$ cat config.mk
export PLATFORM = sky130hd
export DESIGN_NAME = rotational_sector_table_flat
export DESIGN_NICKNAME = d
export VERILOG_FILES = /design/src/rtl/rsec_pkg.sv /design/src/rtl/rsec_req_if.sv /design/src/rtl/rsec_rsp_if.sv /design/src/rtl/rotational_sector_table.sv /design/src/rtl/rsec_ram.sv /design/src/rtl/rsec_ctrl.sv /design/src/rtl/rsec_dp.sv /design/src/flat_wrapper.sv
export SDC_FILE = /design/constraint.sdc
export NUM_CORES = 1
export LEC_CHECK = 0
export ABC_CLOCK_PERIOD_IN_PS = 5800
export BUFFER_PORTS_ARGS = -buffer_cell sky130_fd_sc_hd__buf_2
export CAP_MARGIN = 20
export CORE_AREA = 4 4 267 269
export DETAILED_ROUTE_END_ITERATION = 8
export DIE_AREA = 0 0 271 273
export GPL_TIMING_DRIVEN = 0
export MAX_ROUTING_LAYER = met4
export PLACE_DENSITY = 0.75
export SYNTH_ARGS = -nofsm -noshare
export SYNTH_HDL_FRONTEND = slang
export SYNTH_SLANG_ARGS = --single-unit
$ cat constraint.sdc
create_clock -name clk -period 5.8 [get_ports clk]
set_clock_uncertainty 0.15 [all_clocks]
set_input_delay 0.58 -clock clk [delete_from_list [all_inputs] [get_ports clk]]
set_output_delay 0.58 -clock clk [all_outputs]
set_load 0.05 [all_outputs]
$ cat src/rtl/rsec_pkg.sv
// Package for the rotational sector table: sizes, codes, entry layout and
// the command and status groups between the controller and the datapath.
// Depends on nothing; every other file but rsec_ram imports it.
`timescale 1ns / 1ps

package rsec_pkg;

  // Table geometry.
  localparam int MAX_SECTORS    = 32;
  localparam int POSITION_WIDTH = 18;
  localparam int ID_W           = 8;
  localparam int IDX_W          = (MAX_SECTORS > 1) ? $clog2(MAX_SECTORS) : 1;
  localparam int CNT_W          = $clog2(MAX_SECTORS + 1);

  // Operation codes of an input item.
  typedef enum logic [1:0] {
    OP_CLEAR  = 2'd0,
    OP_INSERT = 2'd1,
    OP_FIND   = 2'd2,
    OP_READ   = 2'd3
  } op_t;

  // Result status codes.
  typedef enum logic [1:0] {
    ST_OK        = 2'd0,
    ST_NOT_FOUND = 2'd1,
    ST_FULL      = 2'd2,
    ST_RANGE     = 2'd3
  } status_t;

  // One stored sector.
  typedef struct packed {
    logic [ID_W-1:0]           id;
    logic [POSITION_WIDTH-1:0] pos;
  } entry_t;

  localparam int ENTRY_W = $bits(entry_t);

  // Controller states.
  typedef enum logic [3:0] {
    S_IDLE,
    S_DECODE,
    S_INS_RD,
    S_INS_CMP,
    S_FIND_RD,
    S_FIND_CMP,
    S_FIND_END,
    S_READ_WAIT,
    S_RESP
  } state_t;

  // Table read address selection.
  typedef enum logic [1:0] {
    RD_IDX,
    RD_IDX_M1,
    RD_IDX_M2,
    RD_SLOT
  } rd_sel_t;

  // What the staged result is loaded from.
  typedef enum logic [2:0] {
    RES_NONE,
    RES_CLEAR,
    RES_FULL,
    RES_NOT_FOUND,
    RES_RANGE,
    RES_INSERT,
    RES_FIND,
    RES_READ
  } res_sel_t;

  // Commands from the controller to the datapath.
  typedef struct packed {
    logic     capture;
    logic     clear_cnt;
    logic     count_inc;
    logic     ins_start;
    logic     find_start;
    logic     find_eval;
    logic     idx_inc;
    logic     idx_dec;
    logic     rd_en;
    rd_sel_t  rd_sel;
    logic     wr_shift;
    logic     wr_new;
    res_sel_t res_sel;
    logic     load_rsp;
  } cmd_t;

  // Status from the datapath to the controller.
  typedef struct packed {
    op_t  op;
    logic count_zero;
    logic full;
    logic slot_ok;
    logic idx_zero;
    logic idx_one;
    logic shift_needed;
    logic find_stop;
    logic rsp_free;
  } stat_t;

endpackage

$ cat src/rtl/rsec_req_if.sv
// Request channel of the rotational sector table: valid, ready and one
// operation with its operands. Depends on rsec_pkg.
`timescale 1ns / 1ps

interface rsec_req_if import rsec_pkg::*; ();
  logic                      valid;
  logic                      ready;
  logic [1:0]                op;
  logic [ID_W-1:0]           sector_id;
  logic [POSITION_WIDTH-1:0] sector_position;
  logic [POSITION_WIDTH-1:0] time_now;
  logic [IDX_W-1:0]          slot_index;

  modport source (output valid, op, sector_id, sector_position, time_now, slot_index,
                  input ready);
  modport sink   (input valid, op, sector_id, sector_position, time_now, slot_index,
                  output ready);
endinterface

$ cat src/rtl/rsec_rsp_if.sv
// Response channel of the rotational sector table: valid, ready and one
// result item. Depends on rsec_pkg.
`timescale 1ns / 1ps

interface rsec_rsp_if import rsec_pkg::*; ();
  logic                      valid;
  logic                      ready;
  logic [1:0]                status;
  logic [IDX_W-1:0]          hit_slot;
  logic [ID_W-1:0]           hit_id;
  logic [POSITION_WIDTH-1:0] hit_position;
  logic [CNT_W-1:0]          entry_count;

  modport source (output valid, status, hit_slot, hit_id, hit_position, entry_count,
                  input ready);
  modport sink   (input valid, status, hit_slot, hit_id, hit_position, entry_count,
                  output ready);
endinterface

$ cat src/rtl/rotational_sector_table.sv
// Top level of the rotational sector table: request and response channels,
// controller and datapath. Depends on rsec_pkg, rsec_req_if, rsec_rsp_if,
// rsec_ctrl and rsec_dp.
`timescale 1ns / 1ps

// Holds one track's sectors in a 32-entry RAM, kept sorted by rotational
// position, and serves one request at a time. A request is taken only while
// the block is idle, but the next one is taken while the previous result
// still waits in the output register. Clear, insert into a full table, find
// on an empty table and an out-of-range read are settled at decode; a read
// waits for the registered RAM read; an insert into a non-empty table first
// moves every held entry positioned after the new one up one slot; a find
// scans the entries in position order, stopping at the first match at or
// past the given time, at most the number held. The longest operation is a
// find over a full table. A result that cannot enter the output register
// because the previous one still waits there holds the controller until it
// drains. The single read port of the sector RAM delivers one entry per
// cycle to the insert shift and the find scan. The table needs no clearing
// pass after reset.
module rotational_sector_table import rsec_pkg::*; (
  input  logic       clk,
  input  logic       rst,
  rsec_req_if.sink   req,
  rsec_rsp_if.source rsp
);

  cmd_t  cmd;
  stat_t stat;

  rsec_ctrl u_ctrl (
    .clk       (clk),
    .rst       (rst),
    .req_valid (req.valid),
    .req_ready (req.ready),
    .stat      (stat),
    .cmd       (cmd)
  );

  rsec_dp u_dp (
    .clk        (clk),
    .rst        (rst),
    .cmd        (cmd),
    .stat       (stat),
    .in_op      (req.op),
    .in_id      (req.sector_id),
    .in_pos     (req.sector_position),
    .in_now     (req.time_now),
    .in_slot    (req.slot_index),
    .rsp_ready  (rsp.ready),
    .rsp_valid  (rsp.valid),
    .rsp_status (rsp.status),
    .rsp_slot   (rsp.hit_slot),
    .rsp_id     (rsp.hit_id),
    .rsp_pos    (rsp.hit_position),
    .rsp_count  (rsp.entry_count)
  );

endmodule

$ cat src/rtl/rsec_ram.sv
// Generic single-write, single-read RAM with a registered read port.
// Depends on nothing.
`timescale 1ns / 1ps

module rsec_ram #(
  parameter int WIDTH = 8,
  parameter int DEPTH = 32
) (
  input  logic                                      clk,
  input  logic                                      we,
  input  logic [((DEPTH > 1) ? $clog2(DEPTH) : 1)-1:0] waddr,
  input  logic [WIDTH-1:0]                          wdata,
  input  logic                                      re,
  input  logic [((DEPTH > 1) ? $clog2(DEPTH) : 1)-1:0] raddr,
  output logic [WIDTH-1:0]                          rdata
);

  logic [WIDTH-1:0] mem [DEPTH];

  // Write port.
  always_ff @(posedge clk) begin
    if (we) begin
      mem[waddr] <= wdata;
    end
  end

  // Registered read port; data holds until the next read.
  always_ff @(posedge clk) begin
    if (re) begin
      rdata <= mem[raddr];
    end
  end

endmodule

$ cat src/rtl/rsec_ctrl.sv
// Controller of the rotational sector table: sequences clear, insert,
// find and read over the datapath. Depends on rsec_pkg.
`timescale 1ns / 1ps

module rsec_ctrl import rsec_pkg::*; (
  input  logic  clk,
  input  logic  rst,
  input  logic  req_valid,
  output logic  req_ready,
  input  stat_t stat,
  output cmd_t  cmd
);

  state_t state, state_next;

  // State register.
  always_ff @(posedge clk) begin
    if (rst) begin
      state <= S_IDLE;
    end else begin
      state <= state_next;
    end
  end

  // Next state and commands.
  always_comb begin
    state_next = state;
    cmd        = '0;
    cmd.rd_sel = RD_IDX;
    cmd.res_sel = RES_NONE;
    req_ready  = 1'b0;

    unique case (state)
      S_IDLE: begin
        req_ready = 1'b1;
        if (req_valid) begin
          cmd.capture = 1'b1;
          state_next  = S_DECODE;
        end
      end

      S_DECODE: begin
        unique case (stat.op)
          OP_CLEAR: begin
            cmd.clear_cnt = 1'b1;
            cmd.res_sel   = RES_CLEAR;
            state_next    = S_RESP;
          end
          OP_INSERT: begin
            if (stat.full) begin
              cmd.res_sel = RES_FULL;
              state_next  = S_RESP;
            end else begin
              cmd.ins_start = 1'b1;
              state_next    = S_INS_RD;
            end
          end
          OP_FIND: begin
            if (stat.count_zero) begin
              cmd.res_sel = RES_NOT_FOUND;
              state_next  = S_RESP;
            end else begin
              cmd.find_start = 1'b1;
              state_next     = S_FIND_RD;
            end
          end
          OP_READ: begin
            if (!stat.slot_ok) begin
              cmd.res_sel = RES_RANGE;
              state_next  = S_RESP;
            end else begin
              cmd.rd_en  = 1'b1;
              cmd.rd_sel = RD_SLOT;
              state_next = S_READ_WAIT;
            end
          end
          default: state_next = S_RESP;
        endcase
      end

      // Fetch the entry just below the hole, or place at the bottom.
      S_INS_RD: begin
        if (stat.idx_zero) begin
          cmd.wr_new    = 1'b1;
          cmd.count_inc = 1'b1;
          cmd.res_sel   = RES_INSERT;
          state_next    = S_RESP;
        end else begin
          cmd.rd_en  = 1'b1;
          cmd.rd_sel = RD_IDX_M1;
          state_next = S_INS_CMP;
        end
      end

      // Move a later entry up one slot and prefetch the next, or place here.
      S_INS_CMP: begin
        if (stat.shift_needed) begin
          cmd.wr_shift = 1'b1;
          cmd.idx_dec  = 1'b1;
          cmd.rd_en    = 1'b1;
          cmd.rd_sel   = RD_IDX_M2;
          state_next   = stat.idx_one ? S_INS_RD : S_INS_CMP;
        end else begin
          cmd.wr_new    = 1'b1;
          cmd.count_inc = 1'b1;
          cmd.res_sel   = RES_INSERT;
          state_next    = S_RESP;
        end
      end

      S_FIND_RD: begin
        cmd.rd_en   = 1'b1;
        cmd.rd_sel  = RD_IDX;
        cmd.idx_inc = 1'b1;
        state_next  = S_FIND_CMP;
      end

      // Streamed scan: judge one entry while the next one is read.
      S_FIND_CMP: begin
        cmd.find_eval = 1'b1;
        if (stat.find_stop) begin
          state_next = S_FIND_END;
        end else begin
          cmd.rd_en   = 1'b1;
          cmd.rd_sel  = RD_IDX;
          cmd.idx_inc = 1'b1;
        end
      end

      S_FIND_END: begin
        cmd.res_sel = RES_FIND;
        state_next  = S_RESP;
      end

      S_READ_WAIT: begin
        cmd.res_sel = RES_READ;
        state_next  = S_RESP;
      end

      // Hand the result to the output register once it is free.
      S_RESP: begin
        if (stat.rsp_free) begin
          cmd.load_rsp = 1'b1;
          state_next   = S_IDLE;
        end
      end

      default: state_next = S_IDLE;
    endcase
  end

endmodule

$ cat src/rtl/rsec_dp.sv
// Datapath of the rotational sector table: request registers, entry count,
// scan index, sector RAM, find bookkeeping and the output register.
// Depends on rsec_pkg and rsec_ram.
`timescale 1ns / 1ps

module rsec_dp import rsec_pkg::*; (
  input  logic                      clk,
  input  logic                      rst,
  input  cmd_t                      cmd,
  output stat_t                     stat,
  input  logic [1:0]                in_op,
  input  logic [ID_W-1:0]           in_id,
  input  logic [POSITION_WIDTH-1:0] in_pos,
  input  logic [POSITION_WIDTH-1:0] in_now,
  input  logic [IDX_W-1:0]          in_slot,
  input  logic                      rsp_ready,
  output logic                      rsp_valid,
  output logic [1:0]                rsp_status,
  output logic [IDX_W-1:0]          rsp_slot,
  output logic [ID_W-1:0]           rsp_id,
  output logic [POSITION_WIDTH-1:0] rsp_pos,
  output logic [CNT_W-1:0]          rsp_count
);

  // Captured request.
  op_t                       req_op;
  logic [ID_W-1:0]           req_id;
  logic [POSITION_WIDTH-1:0] req_pos;
  logic [POSITION_WIDTH-1:0] req_now;
  logic [IDX_W-1:0]          req_slot;

  logic [CNT_W-1:0] count;
  logic [CNT_W-1:0] idx;
  logic [CNT_W-1:0] idx_m1;
  logic [CNT_W-1:0] idx_m2;

  // Sector RAM ports.
  logic [IDX_W-1:0] rd_addr;
  logic [IDX_W-1:0] wr_addr;
  entry_t           wr_data;
  entry_t           rd_data;
  logic             wr_en;

  // Find bookkeeping: first match anywhere and first match at or past time.
  logic                      any_hit;
  logic [IDX_W-1:0]          any_slot;
  logic [POSITION_WIDTH-1:0] any_pos;
  logic                      aft_hit;
  logic [IDX_W-1:0]          aft_slot;
  logic [POSITION_WIDTH-1:0] aft_pos;
  logic                      id_match;
  logic                      at_or_after;

  // Staged result.
  status_t                   res_status;
  logic [IDX_W-1:0]          res_slot;
  logic [ID_W-1:0]           res_id;
  logic [POSITION_WIDTH-1:0] res_pos;

  assign idx_m1 = idx - CNT_W'(1);
  assign idx_m2 = idx - CNT_W'(2);

  // Request capture.
  always_ff @(posedge clk) begin
    if (cmd.capture) begin
      req_op   <= op_t'(in_op);
      req_id   <= in_id;
      req_pos  <= in_pos;
      req_now  <= in_now;
      req_slot <= in_slot;
    end
  end

  // Entry count.
  always_ff @(posedge clk) begin
    if (rst || cmd.clear_cnt) begin
      count <= '0;
    end else if (cmd.count_inc) begin
      count <= count + CNT_W'(1);
    end
  end

  // Scan index.
  always_ff @(posedge clk) begin
    if (cmd.ins_start) begin
      idx <= count;
    end else if (cmd.find_start) begin
      idx <= '0;
    end else if (cmd.idx_inc) begin
      idx <= idx + CNT_W'(1);
    end else if (cmd.idx_dec) begin
      idx <= idx_m1;
    end
  end

  // RAM address and data selection.
  always_comb begin
    case (cmd.rd_sel)
      RD_IDX:    rd_addr = idx[IDX_W-1:0];
      RD_IDX_M1: rd_addr = idx_m1[IDX_W-1:0];
      RD_IDX_M2: rd_addr = idx_m2[IDX_W-1:0];
      default:   rd_addr = req_slot;
    endcase
  end

  assign wr_en   = cmd.wr_shift | cmd.wr_new;
  assign wr_addr = idx[IDX_W-1:0];
  assign wr_data = cmd.wr_shift ? rd_data : entry_t'{id: req_id, pos: req_pos};

  rsec_ram #(
    .WIDTH (ENTRY_W),
    .DEPTH (MAX_SECTORS)
  ) u_ram (
    .clk   (clk),
    .we    (wr_en),
    .waddr (wr_addr),
    .wdata (wr_data),
    .re    (cmd.rd_en),
    .raddr (rd_addr),
    .rdata (rd_data)
  );

  // Find comparisons on the entry just read, which sits at idx - 1.
  assign id_match    = (rd_data.id == req_id);
  assign at_or_after = (rd_data.pos >= req_now);

  always_ff @(posedge clk) begin
    if (rst || cmd.find_start) begin
      any_hit <= 1'b0;
      aft_hit <= 1'b0;
    end else if (cmd.find_eval && id_match) begin
      if (!any_hit) begin
        any_hit <= 1'b1;
      end
      if (at_or_after && !aft_hit) begin
        aft_hit <= 1'b1;
      end
    end
  end

  always_ff @(posedge clk) begin
    if (cmd.find_eval && id_match) begin
      if (!any_hit) begin
        any_slot <= idx_m1[IDX_W-1:0];
        any_pos  <= rd_data.pos;
      end
      if (at_or_after && !aft_hit) begin
        aft_slot <= idx_m1[IDX_W-1:0];
        aft_pos  <= rd_data.pos;
      end
    end
  end

  // Result staging.
  always_ff @(posedge clk) begin
    case (cmd.res_sel)
      RES_CLEAR: begin
        res_status <= ST_OK;
        res_slot   <= '0;
        res_id     <= '0;
        res_pos    <= '0;
      end
      RES_FULL, RES_NOT_FOUND, RES_RANGE: begin
        res_status <= (cmd.res_sel == RES_FULL)      ? ST_FULL :
                      (cmd.res_sel == RES_NOT_FOUND) ? ST_NOT_FOUND : ST_RANGE;
        res_slot   <= '0;
        res_id     <= '0;
        res_pos    <= '0;
      end
      RES_INSERT: begin
        res_status <= ST_OK;
        res_slot   <= idx[IDX_W-1:0];
        res_id     <= req_id;
        res_pos    <= req_pos;
      end
      RES_FIND: begin
        if (aft_hit) begin
          res_status <= ST_OK;
          res_slot   <= aft_slot;
          res_id     <= req_id;
          res_pos    <= aft_pos;
        end else if (any_hit) begin
          res_status <= ST_OK;
          res_slot   <= any_slot;
          res_id     <= req_id;
          res_pos    <= any_pos;
        end else begin
          res_status <= ST_NOT_FOUND;
          res_slot   <= '0;
          res_id     <= '0;
          res_pos    <= '0;
        end
      end
      RES_READ: begin
        res_status <= ST_OK;
        res_slot   <= req_slot;
        res_id     <= rd_data.id;
        res_pos    <= rd_data.pos;
      end
      default: ;
    endcase
  end

  // Output register; the count is taken after the operation has updated it.
  always_ff @(posedge clk) begin
    if (rst) begin
      rsp_valid <= 1'b0;
    end else if (cmd.load_rsp) begin
      rsp_valid <= 1'b1;
    end else if (rsp_ready) begin
      rsp_valid <= 1'b0;
    end
  end

  always_ff @(posedge clk) begin
    if (cmd.load_rsp) begin
      rsp_status <= res_status;
      rsp_slot   <= res_slot;
      rsp_id     <= res_id;
      rsp_pos    <= res_pos;
      rsp_count  <= count;
    end
  end

  // Status to the controller.
  always_comb begin
    stat.op           = req_op;
    stat.count_zero   = (count == '0);
    stat.full         = (count >= CNT_W'(MAX_SECTORS));
    stat.slot_ok      = (CNT_W'(req_slot) < count);
    stat.idx_zero     = (idx == '0);
    stat.idx_one      = (idx == CNT_W'(1));
    stat.shift_needed = (rd_data.pos > req_pos);
    stat.find_stop    = (id_match && at_or_after) || (idx == count);
    stat.rsp_free     = !rsp_valid || rsp_ready;
  end

endmodule

$ cat src/flat_wrapper.sv
// flat-port wrapper written by rule: the top's interface ports become plain ports
module rotational_sector_table_flat import rsec_pkg::*;
  (clk, rst, req_valid, req_op, req_sector_id, req_sector_position, req_time_now, req_slot_index, req_ready, rsp_valid, rsp_status, rsp_hit_slot, rsp_hit_id, rsp_hit_position, rsp_entry_count, rsp_ready);
  rsec_req_if req_i ();
  rsec_rsp_if rsp_i ();
  input  logic clk;
  input  logic rst;
  input wire logic [$bits(req_i.valid)-1:0] req_valid;
  input wire logic [$bits(req_i.op)-1:0] req_op;
  input wire logic [$bits(req_i.sector_id)-1:0] req_sector_id;
  input wire logic [$bits(req_i.sector_position)-1:0] req_sector_position;
  input wire logic [$bits(req_i.time_now)-1:0] req_time_now;
  input wire logic [$bits(req_i.slot_index)-1:0] req_slot_index;
  output wire logic [$bits(req_i.ready)-1:0] req_ready;
  output wire logic [$bits(rsp_i.valid)-1:0] rsp_valid;
  output wire logic [$bits(rsp_i.status)-1:0] rsp_status;
  output wire logic [$bits(rsp_i.hit_slot)-1:0] rsp_hit_slot;
  output wire logic [$bits(rsp_i.hit_id)-1:0] rsp_hit_id;
  output wire logic [$bits(rsp_i.hit_position)-1:0] rsp_hit_position;
  output wire logic [$bits(rsp_i.entry_count)-1:0] rsp_entry_count;
  input wire logic [$bits(rsp_i.ready)-1:0] rsp_ready;
  assign req_i.valid = req_valid;
  assign req_i.op = req_op;
  assign req_i.sector_id = req_sector_id;
  assign req_i.sector_position = req_sector_position;
  assign req_i.time_now = req_time_now;
  assign req_i.slot_index = req_slot_index;
  assign req_ready = req_i.ready;
  assign rsp_valid = rsp_i.valid;
  assign rsp_status = rsp_i.status;
  assign rsp_hit_slot = rsp_i.hit_slot;
  assign rsp_hit_id = rsp_i.hit_id;
  assign rsp_hit_position = rsp_i.hit_position;
  assign rsp_entry_count = rsp_i.entry_count;
  assign rsp_i.ready = rsp_ready;
  rotational_sector_table u_core (.clk(clk), .rst(rst), .req(req_i), .rsp(rsp_i));
endmodule
======== Yosys cells after proc, flatten, opt, wreduce, memory -nomap -nowiden ========
Memory sizes are Yosys's and may differ from the RTL's. A register that Yosys moved wholly into a read port is not among the register bits.
Cells that the tools add are included.
word-level totals
  RAM bits ................................ 832
  latch bits .............................. 0
  memories kept ........................... 1
  register bits ........................... 188
  input port bits ......................... 55
  output and inout bits ................... 41
  memory bits (read-only) ................. 0
cells by class
  multiply operators ...................... 0
  muxes and demuxes ....................... 69
  $add $sub $neg .......................... 4
  bitwise operators ....................... 2
  $lt $le $gt $ge ......................... 4
  equal/unequal tests ..................... 26
  div/mod/pow operators ................... 0
  reduce and logical (&&, ||, !) cells .... 25
  shift operators ......................... 0
memory list
  name                   words  bits a word  read ports  clocked after memory_dff  wr ports  RTL line        source
  u_core.u_dp.u_ram.mem  32     26           1           1                         1         rsec_ram.sv:18  logic [WIDTH-1:0] mem [DEPTH];
operator list
  kind                   number
  $pmux W18 S4           1
  $mux W4                10
  $mux W18               2
  $pmux W4 S8            1
  $pmux W8 S4            1
  $pmux W3 S5            2
  $mux W26               1
  $mux W1                24
  $mux W6                4
  $pmux W5 S4            1
  $ge A18 B18 Y1         1
  $gt A18 B18 Y1         1
  $eq A4 B3 Y1 const B   4
  $mux W8                2
  $pmux W4 S4            1
  $mux W3                5
  $mux W5                3
  $pmux W5 S3            1
  $add A6 B1 Y6 const B  2
  $eq A3 B3 Y1 const B   4
  $logic_not A6 Y1       2
  $pmux W3 S4            1
  $mux W2                5
  $eq A4 B2 Y1 const B   2
  other kinds (32)       49

======== Longest topological paths before layout ========
Gate-level depths: netlist of run 1.
  depth after elaboration ................. 8
  mapped depth ............................ 15
  gate-level depth less buffers ........... 11

======== Modules after synthesis ========
From an unflattened synthesis of run 1, not the netlist that was laid out.
second synthesis, totals
  cells, all modules ...................... 2567
  area, all modules ....................... 42281.8 um2
by module, submodules not included
  module     times used  sequential area each (um2)  area an instance (um2)  cells each
  rsec_ram   1           25764.7                     33221.9                 1848
  rsec_dp    1           5435.2                      8563.2                  655
  rsec_ctrl  1           80.1                        496.7                   64

======== Worst setup path after synthesis of run 1 ========
OpenSTA, ideal clock, no wires.
  path type ............................... register -> register
  start ................................... reg u_core.u_dp.u_ram.rdata[17] (read register of u_core.u_dp.u_ram.mem)
  end ..................................... mem u_core.u_dp.u_ram.mem[0][0] (netlist bit) (data pin)
  data arrival time ....................... 3.496 ns
  slack ................................... 1.700 ns
  required time ........................... 5.196 ns
  cell stages (with the launch flop) ...... 9
  setup time .............................. 0.454 ns
  cells stage by stage .................... edfxtp_1 > ha_1 > nand4_1 > or2_2 > o32ai_1 > o31a_1 > nand2_1 > clkbuf_1 > o21ai_0
on the way
  word-level cells in the longest chain between the ends .. 4
ends and longest elaborated chain
  what                            RTL line         source
  start, declared                 rsec_ram.sv:15   output logic [WIDTH-1:0] rdata
  $gt A18 B18 Y1                  rsec_dp.sv:233   stat.shift_needed = (rd_data.pos > req_pos);
  $mux W5                         rsec_ctrl.sv:97  if (stat.shift_needed) begin
  $mux W1                         rsec_ctrl.sv:33  unique case (state)
  $mux W26                        rsec_dp.sv:108   assign wr_data = cmd.wr_shift ? rd_data : entry_t'{id: req_id, pos: req_pos};
  net u_core.u_dp.u_ram.wdata[0]  rsec_ram.sv:12   input logic [WIDTH-1:0] wdata,
  end, declared                   rsec_ram.sv:18
The timed path passes the listed nets, and every way through them passes these cells.

======== Worst setup path in the final report of run 1 ========
  start ................................... reg u_core.u_dp.u_ram.rdata[17] (read register of u_core.u_dp.u_ram.mem)
  end ..................................... reg u_core.u_dp.u_ram.rdata[5] (read register of u_core.u_dp.u_ram.mem) (data pin)
on the way
  word-level cells in the longest chain between the ends .. 5
  elaborated cells on any way between the ends .. 11
ends and longest elaborated chain
  what                                                     RTL line                         source
  $gt A18 B18 Y1 / $ge A18 B18 Y1 (equally long branches)  rsec_dp.sv:233, rsec_dp.sv:125
  $mux W5 / $logic_and A1 B1 Y1 (equally long branches)    rsec_ctrl.sv:97, rsec_dp.sv:234
  $pmux W3 S5 (*)                                          rsec_ctrl.sv:33
  $eq A2 B2 Y1, or another cell as far along               rsec_dp.sv:98                    case (cmd.rd_sel)
  $pmux W5 S3 / $pmux W3 S5 (equally long branches)        rsec_dp.sv:98, rsec_ctrl.sv:33
Every way passes the cells marked *; elsewhere a longest branch is shown, timed or not.
A chain may end at the register's enable or synchronous reset.

==> results.yml, run 1 <==
run_status:
  outcome: "complete, no violations"
sta:
  hold_ws_ns: 0.05848
  fin_tns_setup_ns: 0
  fmax_mhz: 172.9
  grt_setup_unrepaired: "false"
  tightest_slew_ns: 1.201
  final-setup-viol-count: 0
  layout_min_cycle_time_ns: 5.784
  finalCritPeriodShare: 0.9972
  hold_viol: 0
  relSlewSlack: 0.1995
  slew_viol_final: 0
global_routing:
  grt-ovfl-total: 0
  grt_pass1_vias: 25032
  grt_max_degree: 44
  grtUsageTotal: 0.3046
  grt_pass1_wl_mm: 160.8
  antenna_found_initial: 4
floorplan:
  die_h_um: 273
  ios: 96
  initial_core_util: 0.6197
  std_cell_rows: 96
  dieArea_sq_um: 73980
  die_w_um: 271
  design.core.area_sq_um: 68590
synthesis:
  synth_seq_cells: 1046
  yosysTopAreaCell: "edfxtp_1"
  synthXorXnorAreaFrac: 0.005564
  synth_area_sq_um: 42500
  syn_nets: 2766
  netlist_instances: 2662
  synth-compound-area-share: 0.05573
  syn_area_per_cell_sq_um: 15.97
  synth_top_family_by_area: "multiplexers"
  muxShareOfSynthArea: 0.1051
  synthAdderAreaFrac: 0.01443
  synth-edff-count: 1033
  async_reset_ff_frac: 0
  ys.flop_type: "edfxtp_1"
  yosysWarnings: 0
  synth_simple_gate_area_frac: 0.06109
  synth_most_common_cell: "edfxtp_1"
  yosys-top-cells-count: "1,033 x edfxtp_1, 417 x mux2i_1, 293 x nand2_1"
  synth_top_area_frac: 0.7299
  yosysSeqAreaShare: 0.7360
  synth.distinct_cells: 63
  synth_area_leaders: "edfxtp_1 73%, mux2i_1 9.8%, nand2_1 2.6%"
power_and_ir_drop:
  p_leak_nw: 17.31
  ir_drop_mv: 0.3715
  finalPower_w: 0.02647
  p_per_area_nw_per_um2: 545.1
placement:
  dpl-instance-area_sq_um: 44750
  numPortBuffers: 95
  gp_congestion: 0.9260
  dp.final_hpwl_mm: 72.19
finish:
  syn_to_final_growth_pct: 14.28
  final_nets: 3039
  fin_util: 0.7081
  drive_gt1_frac: 0.1348
  final_area_sq_um: 48570
setup_path:
  slowest_stage: "a311oi_1"
  worstPathRequired_ns: 6.00
  path_max_fanout: 10
  crit_arrival_ns: 5.98
  critPathLaunchType: "register"
  endpoint_kind: "register"
  cp_cell_sequence: "ha_1 > nand4_1 > or2_2 > o32ai_1 > nor4_1 > a311o_1 > o21ai_1 > buf_2 > buf_2 > nand3_1 > a311oi_1 > nor4_1"
  cpPeakStageDelay_ns: 0.96
  critical_path_class: "reg -> reg"
detailed_routing:
  top_layer: "met4"
  num_vias: 25376
  antenna_left: 0
  dr_wl_met3_mm: 9.971
  drt_iter0_drc: 3178
  drtPass1Iterations: 5
  met2WireLength_mm: 52.37
  wl_per_cell_um: 27.91
  vias_per_cell: 6.418
  routed_wl_mm: 110.3
  wl_met1_mm: 41.19
  remaining_drc_errors: 0
min_path:
  hold_class: "in -> reg"
clock_tree:
  root_buffer: "clkbuf_16"
  cts_inserted_buffers: 100
  cts_buffer_depth: 3
  cts.sinks: 1046
  path_clk_slew_ns: 0.06
  cts_setup_buffers: 0
  htreeDepth: 3
  cts_tree: "built"
  clock_latency_ns: 0.67
run:
  max_cap_violations: 0
state kept, by name (all words and copies together), names as in the netlist, 5 cells and up:
name                     flops
u_core.u_dp.idx              6
u_core.u_dp.req_id           8
u_core.u_dp.any_pos         18
u_core.u_dp.any_slot         5
u_core.u_dp.res_id           8
u_core.u_dp.res_pos         18
u_core.u_dp.req_pos         18
u_core.u_dp.rsp_slot         5
u_core.u_dp.count            6
u_core.u_dp.rsp_pos         18
u_core.u_dp.aft_slot         5
u_core.u_dp.req_now         18
u_core.u_dp.rsp_id           8
u_core.u_dp.res_slot         5
u_core.u_dp.u_ram.mem      832
u_core.u_dp.aft_pos         18
u_core.u_dp.req_slot         5
u_core.u_dp.rsp_count        6
u_core.u_dp.u_ram.rdata     26
stage by stage:
stage / setup WS (ns) / std cells
global placement: -0.8449 / 3688
floorplan: 1.700 / 2662
global route: 0.006663 / 3954
finish: 0.01605 / 3954
CTS: 0.03923 / 3950
detailed placement: -0.2481 / 3713
cell usage in the layout, fill, tap and decap left out, types with 11 or more instances in the layout:
cell type,n
edfxtp_1,1033
mux2i_1,417
nand2_1,293
buf_2,144
clkbuf_16,101
clkbuf_1,94
nand3_1,62
inv_1,58
o22ai_1,53
a221oi_1,52
dlygate4sd3_1,51
nor2_1,49
ha_1,49
nand4_1,37
nor4_1,30
and3_1,28
a31oi_1,27
mux2_2,26
clkinv_1,26
clkinv_2,25
a221o_1,24
a311oi_1,24
xnor2_1,23
a22oi_1,23
a21oi_1,22
nor2_4,20
nor2_2,14
dfxtp_1,13
buf_4,11
a22o_1,11
bufinv_16,11
buf_8,11
routing by layer:
layer	track usage	up-vias
met5	-	-
met4	0.1615	0
met3	0.05663	307
met2	0.4787	1393
met1	0.3828	12731
li1	-	10945
cell type report:
cell class,count,area (sq um)
multi-input combinational,1406,10520
clock buffer,112,2569
antenna,4,10.01
sequential,1046,31280
fill,4196,20020
buffer,152,721.9
timing repair buffer,171,1374
clock inverter,74,709.4
tap,931,1165
inverter,58,217.7
worst paths after layout:
kind                               start                          to  slack [ns]  cells past startpoint
max reg2reg  u_core.u_dp.u_ram.rdata[17]  u_core.u_dp.u_ram.rdata[5]        0.02                     12
min                                  rst      u_core.u_ctrl.state[3]        0.06                      2
max          u_core.u_dp.u_ram.rdata[17]  u_core.u_dp.u_ram.rdata[5]        0.02                     12
min reg2reg      u_core.u_dp.res_pos[12]     u_core.u_dp.rsp_pos[12]        0.27                      0
power by group:
group | internal, W | switching, W | total, W | leakage, nW
registers | 0.00951 | 0.000359 | 0.00987 | 9.43
logic | 0.00320 | 0.00690 | 0.0101 | 6.27
clock network | 0.00369 | 0.00281 | 0.00650 | 1.61
total | 0.0164 | 0.0101 | 0.0265 | 17.3
kinds of logic (layout without fill, tap and decap cells):
kind of cell             count (synthesis)  after routing
AO/OA/AOI/OAI                          311            311
XOR/XNOR                                27             27
adder cells (fa/ha/maj)                 49             49
buffers and inverters                  210            567
flip-flops                            1046           1046
multiplexers                           443            443
other                                    0              4
AND/OR/NAND/NOR                        576            576
worst max-delay path, delay by kind of cell (launching register included):
kind                       cells  cell delay (ns)
adders and majority gates      1             0.40
and+or+nand+nor                5             1.05
AOI/OAI and AO/OA              4             2.69
buffers and inverters          2             0.68
DFF                            1             0.48
repair_timing:
item,CTS,global route
hold endpoints to repair,51,0
endpoints found under the setup margin,4,1
gates resized for setup,2,1
pin swaps,0,0
hold buffers,51,0
Power figures use the tool's default switching activity.
==> run 2, diff against run 1 <==
Settings changed: ABC_AREA set to 1, CORE_AREA 4 4 267 269 to 4 4 276 278, DIE_AREA 0 0 271 273 to 0 0 280 282, PLACE_DENSITY 0.75 to 0.76.
==> run 2 against run 1 <==
  * Sequential power shrank 11%
  * Via count grew 34%
  * Non-clock buffer count grew 118
  * Maximum frequency grew 17%
  * Wire length grew 28%
  * Critical path depth grew 3
  * Final cell count grew 44%
  * Sequential share of layout area shrank 5.9 points
  * Combinational power shrank 62%
  * Clock power grew 4.5%
  * Synthesized area grew 8.6%
==> results.yml, run 2 <==
sta:
  layout_min_cycle_time_ns: 4.927
  slew_viol_final: 0
  final-setup-viol-count: 0
  hold_viol: 0
  finalCritPeriodShare: 0.8496
  fin_tns_setup_ns: 0
  relSlewSlack: 0.2687
  tightest_slew_ns: 1.097
  fmax_mhz: 202.9
  grt_setup_unrepaired: "false"
setup_path:
  r2r_cells: 15
  endpoint_kind: "register"
  timing.rr.start: "u_core.u_dp.req_pos[17]"
  worstPathRequired_ns: 6.16
  r2r_end: "u_core.u_dp.u_ram.rdata[1]"
  rrSetupSlack_ns: 0.87
  critPathLaunchType: "register"
  path_max_fanout: 10
  crit_arrival_ns: 5.29
  critical_path_class: "reg -> reg"
detailed_routing:
  drtPass1Iterations: 6
  remaining_drc_errors: 0
  vias_per_cell: 5.950
  antenna_left: 0
  drt_iter0_drc: 4916
  num_vias: 33936
  wl_per_cell_um: 24.67
  routed_wl_mm: 140.7
finish:
  multiInputGateArea_sq_um: 11470
  drive_gt1_frac: 0.1130
  largest_registers: "u_core.u_dp.u_ram.mem: 832 flops, u_core.u_dp.u_ram.rdata: 26 flops"
  final_common_cell: "nand2_1"
  largest_reg_flops: 832
  top_register: "u_core.u_dp.u_ram.mem"
  final_nets: 4748
  mostFrequentLayoutCells: "1,095 x nand2_1, 1,033 x edfxtp_1, 689 x inv_1"
  fin_cells: 5704
  regArea_sq_um: 31280
  syn_to_final_growth_pct: 15.88
  fill_cells: 4970
synthesis:
  synth.distinct_cells: 51
  synthAdderAreaFrac: 0.01328
  synth_area_sq_um: 46160
  synth_seq_cells: 1046
  syn_area_per_cell_sq_um: 10.67
  synthXorXnorAreaFrac: 0.002467
  async_reset_ff_frac: 0
  ys.flop_type: "edfxtp_1"
  synth_most_common_cell: "nand2_1"
  yosysWarnings: 0
  yosys-top-cells-count: "1,095 x nand2_1, 1,033 x edfxtp_1, 689 x inv_1"
  yosysSeqAreaShare: 0.6777
  netlist_instances: 4327
  syn_nets: 4431
  synth_top_family_by_area: "simple AND/OR/NAND/NOR gates"
  synth-edff-count: 1033
  muxShareOfSynthArea: 0
  yosysTopAreaCell: "edfxtp_1"
  synth-compound-area-share: 0.05281
  synth_top_area_frac: 0.6721
  synth_simple_gate_area_frac: 0.1708
  synth_area_leaders: "edfxtp_1 67%, nand2_1 8.9%, inv_1 5.6%"
placement:
  dp.final_hpwl_mm: 98.28
  dp_cells: 5452
  numPortBuffers: 95
  gp_congestion: 0.9943
min_path:
  hold_depth: 4
  hold_end: "u_core.u_dp.rsp_valid"
  min_from: "rsp_ready"
  hold_class: "in -> reg"
run:
  max_cap_violations: 0
floorplan:
  initial_core_util: 0.6242
  die_h_um: 282
  dieArea_sq_um: 78960
  die_w_um: 280
  ios: 96
  design.core.area_sq_um: 73950
  std_cell_rows: 100
global_routing:
  antenna_found_initial: 2
  met2_usage: 0.5628
  top_usage_layer: "met2"
  grt_pass1_wl_mm: 202.9
  grt_max_degree: 34
  grtUsageTotal: 0.3655
  grt_pass1_vias: 32102
  grt-ovfl-total: 0
  grt_use_met3: 0.05680
  met1_usage: 0.4675
power_and_ir_drop:
  p_per_area_nw_per_um2: 363.9
  ir_drop_mv: 0.2532
  p_leak_nw: 21.85
clock_tree:
  clock_latency_ns: 0.68
  cts.sinks: 1046
  root_buffer: "clkbuf_16"
  htreeDepth: 3
  cts_tree: "built"
  cts_buffer_depth: 3
  cts_inserted_buffers: 106
  path_clk_slew_ns: 0.06
run_status:
  outcome: "complete, no violations"
-- run 2: cell types whose count changed after synthesis, sizes merged, moves of 51 or more --
cell	delta
mux2i	-417
nand2	+807
nand4	+61
nand3	+453
buf	+76
a221oi	-51
o21ai	+373
inv	+642
-- run 2: worst max-delay path, cell delays in order (launching register included) --
cell and delay, ns:
edfxtp_1 0.46, inv_1 0.13, ha_1 0.32, nand2_1 0.07, nor2_1 0.14, nand2_1 0.13
nor2_1 0.17, nand3_1 0.23, nand3_2 0.27, nand4_1 0.17, a21oi_2 0.82, clkbuf_1 0.86
nand3_1 0.28, nand3_1 0.20, nand3_1 0.17, nand2_1 0.16
-- run 2: layout make-up --
class,count,share of cell area
diodes,1,0.00004679
plain buffers,232,0.02215
clock buffers,121,0.05184
clock inverters,77,0.01235
inverters,703,0.04938
multi-input cells,2346,0.2144
flip-flops and latches,1046,0.5848
well taps,969,0.02267
repair buffers,209,0.04230
-- run 2: timing repair --
item / CTS / global route
gates resized for setup: 0 / 0
buffers inserted: 0 / 0
hold buffers: 52 / 0
endpoints found under the hold margin: 54 / 0
-- run 2: through the flow --
step | total power [W] | hold slack (ns) | area [sq um] | utilization | worst slack, ns
final | 0.01947 | 0.08173 | 53480 | 0.7233 | 0.8726
after global routing | 0.01998 | 0.1270 | 53480 | 0.7233 | 0.7964
after CTS | 0.01931 | 0.05247 | 53450 | 0.7229 | 1.067
after detailed placement | 0.01262 | 0.2552 | 49500 | 0.6694 | 1.093
after global placement | 0.01243 | 0.2513 | 47840 | 0.6470 | -2.849
after floorplan | 0.01095 | 0.2503 | 46160 | - | 1.009
-- run 2: where the power goes --
group,internal [W],leakage (nW),switching (W)
Combinational,0.00100,10.7,0.00285
Clock,0.00387,1.67,0.00292
Sequential,0.00871,9.43,0.000112
Total,0.0136,21.8,0.00589
-- run 2: layer usage --
metal / vias up / share of wire / wire length, um
met4: 0 / 0.072 / 10080
met2: 2240 / 0.46 / 64760
li1: 15192 / - / -
met3: 477 / 0.11 / 15940
met1: 16027 / 0.36 / 49970
met5: - / 0 / 0
-- run 2: logic make-up (layout without fill, tap and decap cells) --
logic type | after synthesis | count (layout)
buffers and inverters | 935 | 1342
AOI/OAI and AO/OA | 459 | 459
adders and majority gates | 49 | 49
DFF | 1046 | 1046
xor gates and xnor gates | 13 | 13
other | 0 | 1
and+or+nand+nor | 1825 | 1825
-- run 2: worst max-delay path by stage --
| stage | cells past startpoint | startpoint | slack (ns) | endpoint |
|---|---|---|---|---|
| floorplan | 2 | req_valid | 1.01 | u_core.u_dp.req_id[0] |
| global placement | 11 | u_core.u_dp.u_ram.rdata[17] | -2.85 | u_core.u_dp.u_ram.mem[7][12] |
| detailed placement | 15 | u_core.u_dp.req_pos[17] | 1.09 | u_core.u_dp.u_ram.mem[21][11] |
| CTS | 15 | u_core.u_dp.req_pos[17] | 1.07 | u_core.u_dp.u_ram.mem[21][8] |
| global route | 15 | u_core.u_dp.req_pos[17] | 0.80 | u_core.u_dp.u_ram.mem[21][8] |
| finish | 15 | u_core.u_dp.req_pos[17] | 0.87 | u_core.u_dp.u_ram.rdata[1] |
